===== src/rtl/aic_pkg.sv =====
// shared types, constants and control codes for the audio input conditioner
// no dependencies; imported by the sequencer, datapath and top level
`default_nettype none

package aic_pkg;

	// block length limit and derived widths
	localparam int MAX_BLOCK = 4096;
	localparam int CNT_W     = $clog2(MAX_BLOCK + 1);
	localparam int SUM_W     = 30;
	localparam int NUM_W     = SUM_W + 1;
	localparam int DCNT_W    = $clog2(NUM_W);

	// fixed-point constants
	localparam logic [12:0]      SLOPE_Q15 = 13'd6554;
	localparam logic [SUM_W-1:0] SUM_MAX   = {SUM_W{1'b1}};

	// register reset values
	localparam logic [14:0] HP_ALPHA_RST   = 15'd32661;
	localparam logic [14:0] GATE_THR_RST   = 15'd492;
	localparam logic [14:0] LIMIT_THR_RST  = 15'd31457;

	// register indexes
	localparam logic [1:0] REG_HP_ALPHA  = 2'd0;
	localparam logic [1:0] REG_GATE_THR  = 2'd1;
	localparam logic [1:0] REG_LIMIT_THR = 2'd2;

	// datapath operations selected by the control word
	typedef enum logic [3:0] {
		OP_LOAD,
		OP_DIFF,
		OP_MUL,
		OP_RND,
		OP_GATE,
		OP_LIMX,
		OP_LIMA,
		OP_PCM,
		OP_DIV,
		OP_OUT
	} op_t;

	// configuration register set
	typedef struct packed {
		logic [14:0] hp_alpha;
		logic [14:0] gate_threshold;
		logic [14:0] limit_threshold;
	} cfg_t;

	// sequencer to datapath
	typedef struct packed {
		op_t  op;
		logic fire;
	} dp_ctrl_t;

	// datapath to sequencer
	typedef struct packed {
		logic block_more;
		logic div_more;
	} dp_stat_t;

endpackage

`default_nettype wire


===== src/rtl/audio_input_conditioner_core.sv =====
// top level: configuration registers, input and result handshakes, output register
// depends on aic_pkg, aic_sequencer and aic_datapath
`default_nettype none

// Audio input conditioner, bypass path. Each 12-bit converter sample is centred,
// passed through a one-pole DC-blocking high-pass filter, a noise gate and a
// soft-knee limiter, and given out as one 16-bit PCM value that serves both
// channels; the mean absolute level is reported on the last sample of a block
// (block_end, or after 4096 samples). A small microcoded sequencer runs one
// sample at a time through a shared datapath: an ordinary sample is loaded into
// the output register after the diff, mul, rnd, gate, limx, lima and pcm steps,
// and the next sample can be taken in the cycle after that load; a block-end
// sample adds 31 divide steps, one quotient bit per cycle, for the mean before
// the result load. The result sits in an output register, so the next sample is
// taken while the last result waits; while that result is still stalled the
// sequencer holds in its output step and takes no new sample.
// Configuration writes are always ready and should only be made while idle.
module audio_input_conditioner_core
	import aic_pkg::*;
(
	input  wire logic        clk,
	input  wire logic        arst_n,
	// sample channel
	input  wire logic        sample_valid,
	output logic             sample_stall,
	input  wire logic [11:0] adc_sample,
	input  wire logic        block_end,
	// result channel
	output logic             result_valid,
	input  wire logic        result_stall,
	output logic signed [15:0] pcm_sample,
	output logic [15:0]      level,
	output logic             level_valid,
	// configuration channel
	input  wire logic        cfg_valid,
	output logic             cfg_ready,
	input  wire logic [1:0]  cfg_index,
	input  wire logic [14:0] cfg_data
);

	cfg_t      cfg_q;
	dp_ctrl_t  ctrl;
	dp_stat_t  stat;
	logic      idle;
	logic      in_xfer;
	logic      out_blocked;
	logic      out_valid_q;
	logic signed [15:0] pcm_q;
	logic [15:0] level_q;
	logic      level_valid_q;
	logic signed [15:0] dp_pcm;
	logic [15:0] dp_level;
	logic      dp_level_ok;

	// handshakes
	assign cfg_ready    = 1'b1;
	assign sample_stall = !idle;
	assign in_xfer      = sample_valid && idle;
	assign out_blocked  = out_valid_q && result_stall;

	// configuration registers
	always_ff @(posedge clk or negedge arst_n) begin
		if (!arst_n) begin
			cfg_q.hp_alpha        <= HP_ALPHA_RST;
			cfg_q.gate_threshold  <= GATE_THR_RST;
			cfg_q.limit_threshold <= LIMIT_THR_RST;
		end else if (cfg_valid && cfg_ready) begin
			unique case (cfg_index)
				REG_HP_ALPHA:  cfg_q.hp_alpha        <= cfg_data;
				REG_GATE_THR:  cfg_q.gate_threshold  <= cfg_data;
				REG_LIMIT_THR: cfg_q.limit_threshold <= cfg_data;
				default: begin
				end
			endcase
		end
	end

	aic_sequencer u_seq (
		.clk         (clk),
		.arst_n      (arst_n),
		.in_xfer     (in_xfer),
		.out_blocked (out_blocked),
		.stat        (stat),
		.ctrl        (ctrl),
		.idle        (idle)
	);

	aic_datapath u_dp (
		.clk        (clk),
		.arst_n     (arst_n),
		.ctrl       (ctrl),
		.cfg        (cfg_q),
		.adc_sample (adc_sample),
		.block_end  (block_end),
		.stat       (stat),
		.pcm        (dp_pcm),
		.level      (dp_level),
		.level_ok   (dp_level_ok)
	);

	// output register valid
	always_ff @(posedge clk or negedge arst_n) begin
		if (!arst_n) begin
			out_valid_q <= 1'b0;
		end else if (ctrl.op == OP_OUT && ctrl.fire) begin
			out_valid_q <= 1'b1;
		end else if (!result_stall) begin
			out_valid_q <= 1'b0;
		end
	end

	// output register payload
	always_ff @(posedge clk) begin
		if (ctrl.op == OP_OUT && ctrl.fire) begin
			pcm_q         <= dp_pcm;
			level_q       <= dp_level;
			level_valid_q <= dp_level_ok;
		end
	end

	assign result_valid = out_valid_q;
	assign pcm_sample   = pcm_q;
	assign level        = level_q;
	assign level_valid  = level_valid_q;

	a_level_zero: assert property (@(posedge clk) disable iff (!arst_n)
		(out_valid_q && !level_valid_q) |-> (level_q == 16'd0))
		else $error("level non-zero without a finished block");

	a_busy_after_take: assert property (@(posedge clk) disable iff (!arst_n)
		(sample_valid && !sample_stall) |=> sample_stall)
		else $error("sample taken while previous still in work");

endmodule

`default_nettype wire


===== src/rtl/aic_sequencer.sv =====
// microcode sequencer: step counter, control word table and jump logic
// depends on aic_pkg
`default_nettype none

module aic_sequencer
	import aic_pkg::*;
(
	input  wire logic     clk,
	input  wire logic     arst_n,
	input  wire logic     in_xfer,
	input  wire logic     out_blocked,
	input  wire dp_stat_t stat,
	output dp_ctrl_t      ctrl,
	output logic          idle
);

	typedef enum logic [3:0] {
		STEP_IDLE,
		STEP_DIFF,
		STEP_MUL,
		STEP_RND,
		STEP_GATE,
		STEP_LIMX,
		STEP_LIMA,
		STEP_PCM,
		STEP_DIV,
		STEP_OUT
	} step_t;

	typedef enum logic [2:0] {
		CND_NEXT,
		CND_WAIT_IN,
		CND_BLOCK_MORE,
		CND_DIV_MORE,
		CND_OUT_BLOCKED
	} cond_t;

	typedef struct packed {
		op_t   op;
		cond_t cond;
		step_t tgt_t;
		step_t tgt_f;
	} uword_t;

	step_t  pc_q;
	uword_t word;
	logic   taken;

	// control store
	always_comb begin
		unique case (pc_q)
			STEP_IDLE: word = '{OP_LOAD, CND_WAIT_IN,     STEP_IDLE, STEP_DIFF};
			STEP_DIFF: word = '{OP_DIFF, CND_NEXT,        STEP_MUL,  STEP_MUL};
			STEP_MUL:  word = '{OP_MUL,  CND_NEXT,        STEP_RND,  STEP_RND};
			STEP_RND:  word = '{OP_RND,  CND_NEXT,        STEP_GATE, STEP_GATE};
			STEP_GATE: word = '{OP_GATE, CND_NEXT,        STEP_LIMX, STEP_LIMX};
			STEP_LIMX: word = '{OP_LIMX, CND_NEXT,        STEP_LIMA, STEP_LIMA};
			STEP_LIMA: word = '{OP_LIMA, CND_NEXT,        STEP_PCM,  STEP_PCM};
			STEP_PCM:  word = '{OP_PCM,  CND_BLOCK_MORE,  STEP_OUT,  STEP_DIV};
			STEP_DIV:  word = '{OP_DIV,  CND_DIV_MORE,    STEP_DIV,  STEP_OUT};
			STEP_OUT:  word = '{OP_OUT,  CND_OUT_BLOCKED, STEP_OUT,  STEP_IDLE};
			default:   word = '{OP_LOAD, CND_NEXT,        STEP_IDLE, STEP_IDLE};
		endcase
	end

	// jump condition
	always_comb begin
		unique case (word.cond)
			CND_NEXT:        taken = 1'b1;
			CND_WAIT_IN:     taken = !in_xfer;
			CND_BLOCK_MORE:  taken = stat.block_more;
			CND_DIV_MORE:    taken = stat.div_more;
			CND_OUT_BLOCKED: taken = out_blocked;
			default:         taken = 1'b1;
		endcase
	end

	// an operation takes effect unless its step is waiting on a handshake
	always_comb begin
		ctrl.op = word.op;
		unique case (word.cond)
			CND_WAIT_IN:     ctrl.fire = in_xfer;
			CND_OUT_BLOCKED: ctrl.fire = !out_blocked;
			default:         ctrl.fire = 1'b1;
		endcase
	end

	assign idle = (pc_q == STEP_IDLE);

	// step counter
	always_ff @(posedge clk or negedge arst_n) begin
		if (!arst_n) begin
			pc_q <= STEP_IDLE;
		end else begin
			pc_q <= taken ? word.tgt_t : word.tgt_f;
		end
	end

	// the divide loop always ends in the output step
	a_div_exit: assert property (@(posedge clk) disable iff (!arst_n)
		(pc_q == STEP_DIV && !stat.div_more) |=> (pc_q == STEP_OUT))
		else $error("divide loop did not exit to output step");

endmodule

`default_nettype wire


===== src/rtl/aic_datapath.sv =====
// datapath: high-pass filter, gate, limiter, pcm scaling, level sum and divider
// depends on aic_pkg; steered by aic_sequencer control words
`default_nettype none

module aic_datapath
	import aic_pkg::*;
(
	input  wire logic        clk,
	input  wire logic        arst_n,
	input  wire dp_ctrl_t    ctrl,
	input  wire cfg_t        cfg,
	input  wire logic [11:0] adc_sample,
	input  wire logic        block_end,
	output dp_stat_t         stat,
	output logic signed [15:0] pcm,
	output logic [15:0]      level,
	output logic             level_ok
);

	// architectural state
	logic signed [11:0]  pin_q;
	logic signed [17:0]  pf_q;
	logic [SUM_W-1:0]    sum_q;
	logic [CNT_W-1:0]    count_q;

	// working registers
	logic signed [11:0]  x_q;
	logic                last_q;
	logic signed [18:0]  s_q;
	logic signed [33:0]  prod_q;
	logic [17:0]         mag_q;
	logic                neg_q;
	logic                over_q;
	logic [30:0]         ext_q;
	logic signed [15:0]  pcm_q;
	logic                done_q;
	logic [NUM_W-1:0]    num_q;
	logic [CNT_W-1:0]    rem_q;
	logic [CNT_W-1:0]    den_q;
	logic [DCNT_W-1:0]   dcnt_q;

	logic signed [12:0]  d_c;
	logic signed [18:0]  s_c;
	logic signed [34:0]  prod_c;
	logic [34:0]         rsum_c;
	logic [19:0]         r_c;
	logic [17:0]         y_c;
	logic [17:0]         ldiff_c;
	logic [30:0]         ext_c;
	logic [31:0]         er_c;
	logic [17:0]         lim_c;
	logic [32:0]         t_c;
	logic [17:0]         pm_c;
	logic [15:0]         pm16_c;
	logic [30:0]         sum_w;
	logic [SUM_W-1:0]    sum_new;
	logic [CNT_W-1:0]    n_c;
	logic                done_c;
	logic [CNT_W:0]      rem_sh;
	logic [CNT_W:0]      rem_dif;
	logic                ge_c;

	// filter difference and feedback sum
	always_comb begin
		d_c = {x_q[11], x_q} - {pin_q[11], pin_q};
		s_c = {pf_q[17], pf_q} + {{2{d_c[12]}}, d_c, 4'b0000};
	end

	// coefficient multiply
	assign prod_c = $signed({{16{s_q[18]}}, s_q}) * $signed({20'd0, cfg.hp_alpha});

	// round to q15 and clamp to q2.15
	always_comb begin
		rsum_c = {prod_q[33], prod_q} + 35'd16384;
		r_c    = rsum_c[34:15];
		if (r_c[19:17] == 3'b000 || r_c[19:17] == 3'b111) begin
			y_c = r_c[17:0];
		end else if (r_c[19]) begin
			y_c = 18'h20000;
		end else begin
			y_c = 18'h1FFFF;
		end
	end

	// limiter: excess above the knee scaled by the slope, rounded
	always_comb begin
		ldiff_c = mag_q - {3'b000, cfg.limit_threshold};
		ext_c   = {13'd0, ldiff_c} * {18'd0, SLOPE_Q15};
		er_c    = {1'b0, ext_q} + 32'd16384;
		lim_c   = {3'b000, cfg.limit_threshold} + {1'b0, er_c[31:15]};
	end

	// pcm scaling by 32767/32768 toward zero, saturated
	always_comb begin
		t_c    = {mag_q, 15'd0} - {15'd0, mag_q};
		pm_c   = t_c[32:15];
		pm16_c = (pm_c > 18'd32767) ? 16'd32767 : pm_c[15:0];
	end

	// level sum and block accounting
	always_comb begin
		sum_w   = {1'b0, sum_q} + {13'd0, mag_q};
		sum_new = sum_w[30] ? SUM_MAX : sum_w[SUM_W-1:0];
		n_c     = count_q + 1'b1;
		done_c  = last_q || (n_c >= CNT_W'(MAX_BLOCK));
	end

	// restoring divider, one quotient bit per step
	always_comb begin
		rem_sh  = {rem_q, num_q[NUM_W-1]};
		ge_c    = (rem_sh >= {1'b0, den_q});
		rem_dif = rem_sh - {1'b0, den_q};
	end

	assign stat.block_more = !done_c;
	assign stat.div_more   = (dcnt_q != '0);

	// architectural state
	always_ff @(posedge clk or negedge arst_n) begin
		if (!arst_n) begin
			pin_q   <= '0;
			pf_q    <= '0;
			sum_q   <= '0;
			count_q <= '0;
		end else if (ctrl.fire) begin
			unique case (ctrl.op)
				OP_DIFF: pin_q <= x_q;
				OP_RND:  pf_q  <= $signed(y_c);
				OP_PCM: begin
					if (done_c) begin
						sum_q   <= '0;
						count_q <= '0;
					end else begin
						sum_q   <= sum_new;
						count_q <= n_c;
					end
				end
				default: begin
				end
			endcase
		end
	end

	// working registers
	always_ff @(posedge clk) begin
		if (ctrl.fire) begin
			unique case (ctrl.op)
				OP_LOAD: begin
					x_q    <= $signed({~adc_sample[11], adc_sample[10:0]});
					last_q <= block_end;
				end
				OP_DIFF: s_q    <= s_c;
				OP_MUL:  prod_q <= prod_c[33:0];
				OP_RND: begin
					mag_q <= y_c[17] ? (~y_c + 18'd1) : y_c;
					neg_q <= y_c[17];
				end
				OP_GATE: begin
					if (mag_q < {3'b000, cfg.gate_threshold}) begin
						mag_q <= '0;
					end
				end
				OP_LIMX: begin
					over_q <= (mag_q > {3'b000, cfg.limit_threshold});
					ext_q  <= ext_c;
				end
				OP_LIMA: begin
					if (over_q) begin
						mag_q <= lim_c;
					end
				end
				OP_PCM: begin
					pcm_q  <= neg_q ? $signed(16'd0 - pm16_c) : $signed(pm16_c);
					done_q <= done_c;
					num_q  <= {1'b0, sum_new} + NUM_W'(n_c >> 1);
					den_q  <= n_c;
					rem_q  <= '0;
					dcnt_q <= DCNT_W'(NUM_W - 1);
				end
				OP_DIV: begin
					rem_q  <= ge_c ? rem_dif[CNT_W-1:0] : rem_sh[CNT_W-1:0];
					num_q  <= {num_q[NUM_W-2:0], ge_c};
					dcnt_q <= dcnt_q - 1'b1;
				end
				default: begin
				end
			endcase
		end
	end

	// results
	assign pcm      = pcm_q;
	assign level_ok = done_q;
	assign level    = !done_q ? 16'd0
		: ((|num_q[NUM_W-1:16]) ? 16'hFFFF : num_q[15:0]);

	a_div_den: assert property (@(posedge clk) disable iff (!arst_n)
		(ctrl.op == OP_DIV) |-> (den_q != '0))
		else $error("divider running with zero divisor");

	a_count_range: assert property (@(posedge clk) disable iff (!arst_n)
		count_q < CNT_W'(MAX_BLOCK))
		else $error("sample count passed block limit");

endmodule

`default_nettype wire


===== config.mk =====
export PLATFORM = sky130hd
export DESIGN_NAME = audio_input_conditioner_core
export DESIGN_NICKNAME = d
export VERILOG_FILES = /design/src/rtl/aic_pkg.sv /design/src/rtl/audio_input_conditioner_core.sv /design/src/rtl/aic_sequencer.sv /design/src/rtl/aic_datapath.sv
export SDC_FILE = /design/constraint.sdc
export NUM_CORES = 2
export LEC_CHECK = 0
export ABC_AREA = 1
export BUFFER_PORTS_ARGS = -buffer_cell sky130_fd_sc_hd__buf_2
export CAP_MARGIN = 10
export CELL_PAD_IN_SITES_DETAIL_PLACEMENT = 1
export CELL_PAD_IN_SITES_GLOBAL_PLACEMENT = 1
export CORE_MARGIN = 3
export CORE_UTILIZATION = 27
export CTS_BUF_LIST = sky130_fd_sc_hd__clkbuf_8
export DETAILED_ROUTE_END_ITERATION = 10
export PLACE_DENSITY = 0.54
export SETUP_SLACK_MARGIN = 0.2
export SLEW_MARGIN = 20
export SYNTH_ARGS = -nofsm -noshare
export SYNTH_HDL_FRONTEND = slang
export SYNTH_HIERARCHICAL = 1
export SYNTH_SLANG_ARGS = --single-unit

===== constraint.sdc =====
create_clock -name clk -period 10.5 [get_ports clk]
set_clock_uncertainty 0.15 [all_clocks]
set_input_delay 0.525 -clock clk [delete_from_list [all_inputs] [get_ports clk]]
set_output_delay 0.525 -clock clk [all_outputs]
set_load 0.02 [all_outputs]

==> summary.md <==
| Metric | Value |
|---|---|
| Post-synthesis sequential area ratio | `0.254` |
| Endpoints failing setup | `0` |
| Largest area contributor in the netlist | `fa_1` |
| Top-area cell type share of the netlist area | `0.194` |
| Critical Path Max Stage Delay | `approximately 0.54 ns` |
| CTS sink count | `between 300 and 400` |
| Max-Cap Viols | `0` |
| Top cells by area, synth | `fa_1 19%, edfxtp_1 17%, nand2_1 11%` |
| Largest net degree at the start of global routing | `68` |
| CP max stage cell | `fa_1` |
| Post-synth EDFFs | `roughly 200` |
| R2R Path End | `u_dp/ext_q[28]` |
| Most numerous cell on the critical path | `inv_1` |
| Port Buf Inserts | `69` |
| Row Count | `around 130` |
| Via density | `between 4 and 5` |
| Final WL | `around 110000 microns` |
| Post-synth ARST share | `0.380` |
| Total track usage | `0.164` |
| Startpoint Class | `flop` |
| Die Area | `approximately 140000 sq um` |
| GPL Wtd Cong | `approximately 0.84` |
| WS Path Type | `reg2reg` |
| Min Tclk post-route | `roughly 7.4 ns` |
| Headroom to the max-slew limit | `0.279` |
| Min-delay worst type | `in2reg` |
| Ys flop type | `edfxtp_1` |
| Status | `complete, no violations` |
| Drt first pass iters | `5` |
| RSZ-0062 raised after global routing | `false` |
| Req. time, crit path | `10.81 ns` |
| Hold Path Origin | `cfg_index[1]` |
| Vias in the first global route | `roughly 31000` |
| Antenna Nets Post-Route | `0` |
| R2R cell count | `30` |
| # IOs | `between 70 and 80` |
| Die height | `between 300 and 400 microns` |
| GRT overflow | `0` |
| Worst Hold End | `cfg_q[13]` |
| First-pass GRT wire length | `between 150000 and 200000 microns` |
| Max Clk Rate | `between 100 and 150 MHz` |
| Area of the mapped netlist | `between 30000 and 40000 sq um` |
| Clk root buf | `clkbuf_8` |
| Avg Cell Area, Syn | `just over 8 sq um` |
| WHS Path Cells | `3` |
| Core footprint | `roughly 130000 sq um` |
| Sum Neg Setup Slack | `0 ns` |
| CP endpoint kind | `flop` |
| Arrival time at the worst endpoint | `about 7.7 ns` |
| Chip width | `371 microns` |
| DRC | `0` |
| Reg-to-Reg Start | `u_dp/mag_q[0]` |
| Post-CTS setup buffers | `0` |
| Synth warn | `6` |
| Flop and latch count out of synthesis | `about 320` |
| Detailed Place HPWL | `88900 microns` |
| Pre-CTS WS | `3.08 ns` |
| CTS tree | `yes` |
| Mapped Nets | `slightly above 5000` |
| Worst-Skew Late Latency | `0.71 ns` |
| Cts repair resizes | `0` |
| Initial antenna violation count | `1` |
| H-tree depth | `2` |
| Fraction of layout cells with a size suffix above 1 | `0.0727` |
| NumNets Final | `roughly 5200` |
| WL per Instance | `around 17 microns` |
| Hold Fails Final Rpt | `0` |
| Layout area overhead | `11.0%` |
| R2r setup slk | `~3.1 ns` |
| Starting density of the core | `0.273` |
| Worst slew pin tran | `about 1.1 ns` |
| Starting DRC count in detailed routing | `1307` |
| Synth Instances | `4463` |
| Placed cells | `6205` |
| CTS clk-pin slew, worst paths | `around 0.070 ns` |
| Crit share post-route | `0.701` |
| Number of CTS-inserted buffers | `slightly above 60` |
| Fin. max-slew vios | `0` |
| Deepest clock path buffer count | `3` |
| Setup WS post-layout | `between 3 and 4 ns` |
| Via count | `between 20000 and 30000` |
| Netlist cell types | `58` |
| Final std cells w/o fill | `about 6400` |
| Crit-path max FO | `5` |
[state kept, by name (all words and copies together), names as in the netlist, 16 cells and up]
| name | flops |
|---|---|
| u_dp/mag_q | 18 |
| u_dp/sum_q | 30 |
| cfg_q | 45 |
| u_dp/ext_q | 17 |
| u_dp/pf_q | 18 |
| u_dp/prod_q | 20 |
| u_dp/pcm | 16 |
| u_dp/s_q | 19 |
| level | 16 |
| u_dp/num_q | 31 |
| pcm_sample | 16 |
[logic make-up (layout without fill, tap and decap cells)]
family	Yosys count	after routing	synth area share
other	1	6	0.000104
DFF	324	324	0.254
adders and majority gates	669	669	0.305
buffers and inverters	1103	1235	0.117
and+or+nand+nor	1695	1695	0.205
xor gates and xnor gates	177	177	0.0430
AOI/OAI and AO/OA	494	494	0.0758
[repair_timing]
action | CTS | global route
setup endpoints to repair | 0 | 0
endpoints found under the hold margin | 118 | 0
hold buffers | 30 | 0
[metal layers]
| metal | up-vias | GRT usage | part of all wire |
|---|---|---|---|
| met3 | 91 | 0.0161 | 0.024 |
| met5 | - | 0 | 0 |
| met2 | 296 | 0.268 | 0.45 |
| li1 | 14100 | - | - |
| met1 | 14200 | 0.238 | 0.51 |
| met4 | 0 | 0.0243 | 0.013 |
[how the worst max path moves through the flow]
stage,startpoint,to
after floorplan,cfg_q[0],u_dp/ext_q[28]
after global placement,u_dp/mag_q[0],u_dp/ext_q[28]
after detailed placement,u_dp/mag_q[0],u_dp/ext_q[28]
after CTS,u_dp/mag_q[0],u_dp/ext_q[28]
after global routing,u_dp/mag_q[0],u_dp/ext_q[28]
final,u_dp/mag_q[0],u_dp/ext_q[28]
[layout make-up]
type | count | area [sq um]
fillers | 15800 | 92000
multi-input cells | 3036 | 22700
flip-flops and latches | 324 | 9150
inverters | 999 | 3750
well taps | 1755 | 2200
clock buffers | 72 | 991
repair buffers | 121 | 830
clock inverters | 43 | 355
diodes | 5 | 12.5
[synth_stat cells, types with 11 or more instances]
| cell | instances |
|---|---|
| fa_1 | 350 |
| inv_1 | 980 |
| o21ai_1 | 11 |
| edfxtp_1 | 201 |
| o22ai_1 | 12 |
| inv_2 | 14 |
| o21ai_0 | 195 |
| nand3b_1 | 11 |
| nor3_1 | 44 |
| ha_1 | 319 |
| nor2_4 | 13 |
| xor2_1 | 122 |
| a21o_1 | 16 |
| nand2_1 | 1066 |
| clkbuf_1 | 64 |
| o21a_1 | 12 |
| dfrtp_1 | 97 |
| nand2_2 | 32 |
| nor2_2 | 14 |
| a31oi_1 | 13 |
| nand3_1 | 162 |
| nand3_2 | 13 |
| nand4_1 | 69 |
| xnor2_1 | 55 |
| a21oi_1 | 186 |
| dfstp_2 | 26 |
| buf_2 | 16 |
| nor2_1 | 229 |
[critical path, delay by kind of cell (launching register included)]
kind,cells,cell delay [ns]
xor gates and xnor gates,1,0.16
DFF,1,0.44
AOI/OAI and AO/OA,6,1.60
buffers and inverters,6,0.43
adders and majority gates,8,3.33
and+or+nand+nor,9,1.02
[metrics by stage]
step	hold WS, ns	util	area [sq um]
2_1_floorplan	0.0794	-	36000
3_3_place_gp	0.255	0.290	38300
3_5_place_dp	0.257	0.290	38300
4_1_cts	0.0610	0.303	40000
5_1_grt	0.112	0.303	40000
6_report	0.139	0.303	40000
[cell usage in the layout, fill, tap and decap left out, types with 13 or more instances in the layout]
cell type	netlist	routed
ha_1	319	319
a21oi_1	186	186
nand4_1	69	69
xnor2_1	55	55
nor2_4	13	14
xor2_1	122	122
nand3_2	13	13
nor2_1	229	228
edfxtp_1	201	201
nand3_1	162	162
inv_1	980	996
dfrtp_1	97	97
nor2_2	14	14
nor3_1	44	40
inv_2	14	14
dlygate4sd3_1	0	30
clkbuf_8	0	72
dfstp_2	26	26
nand2_1	1066	1066
nand2_2	32	32
o21ai_0	195	194
buf_4	9	21
a21o_1	16	16
fa_1	350	350
buf_2	16	68
Power is not shown: default switching activity piles up to over one toggle a cycle in this logic, so the estimate is an artifact.
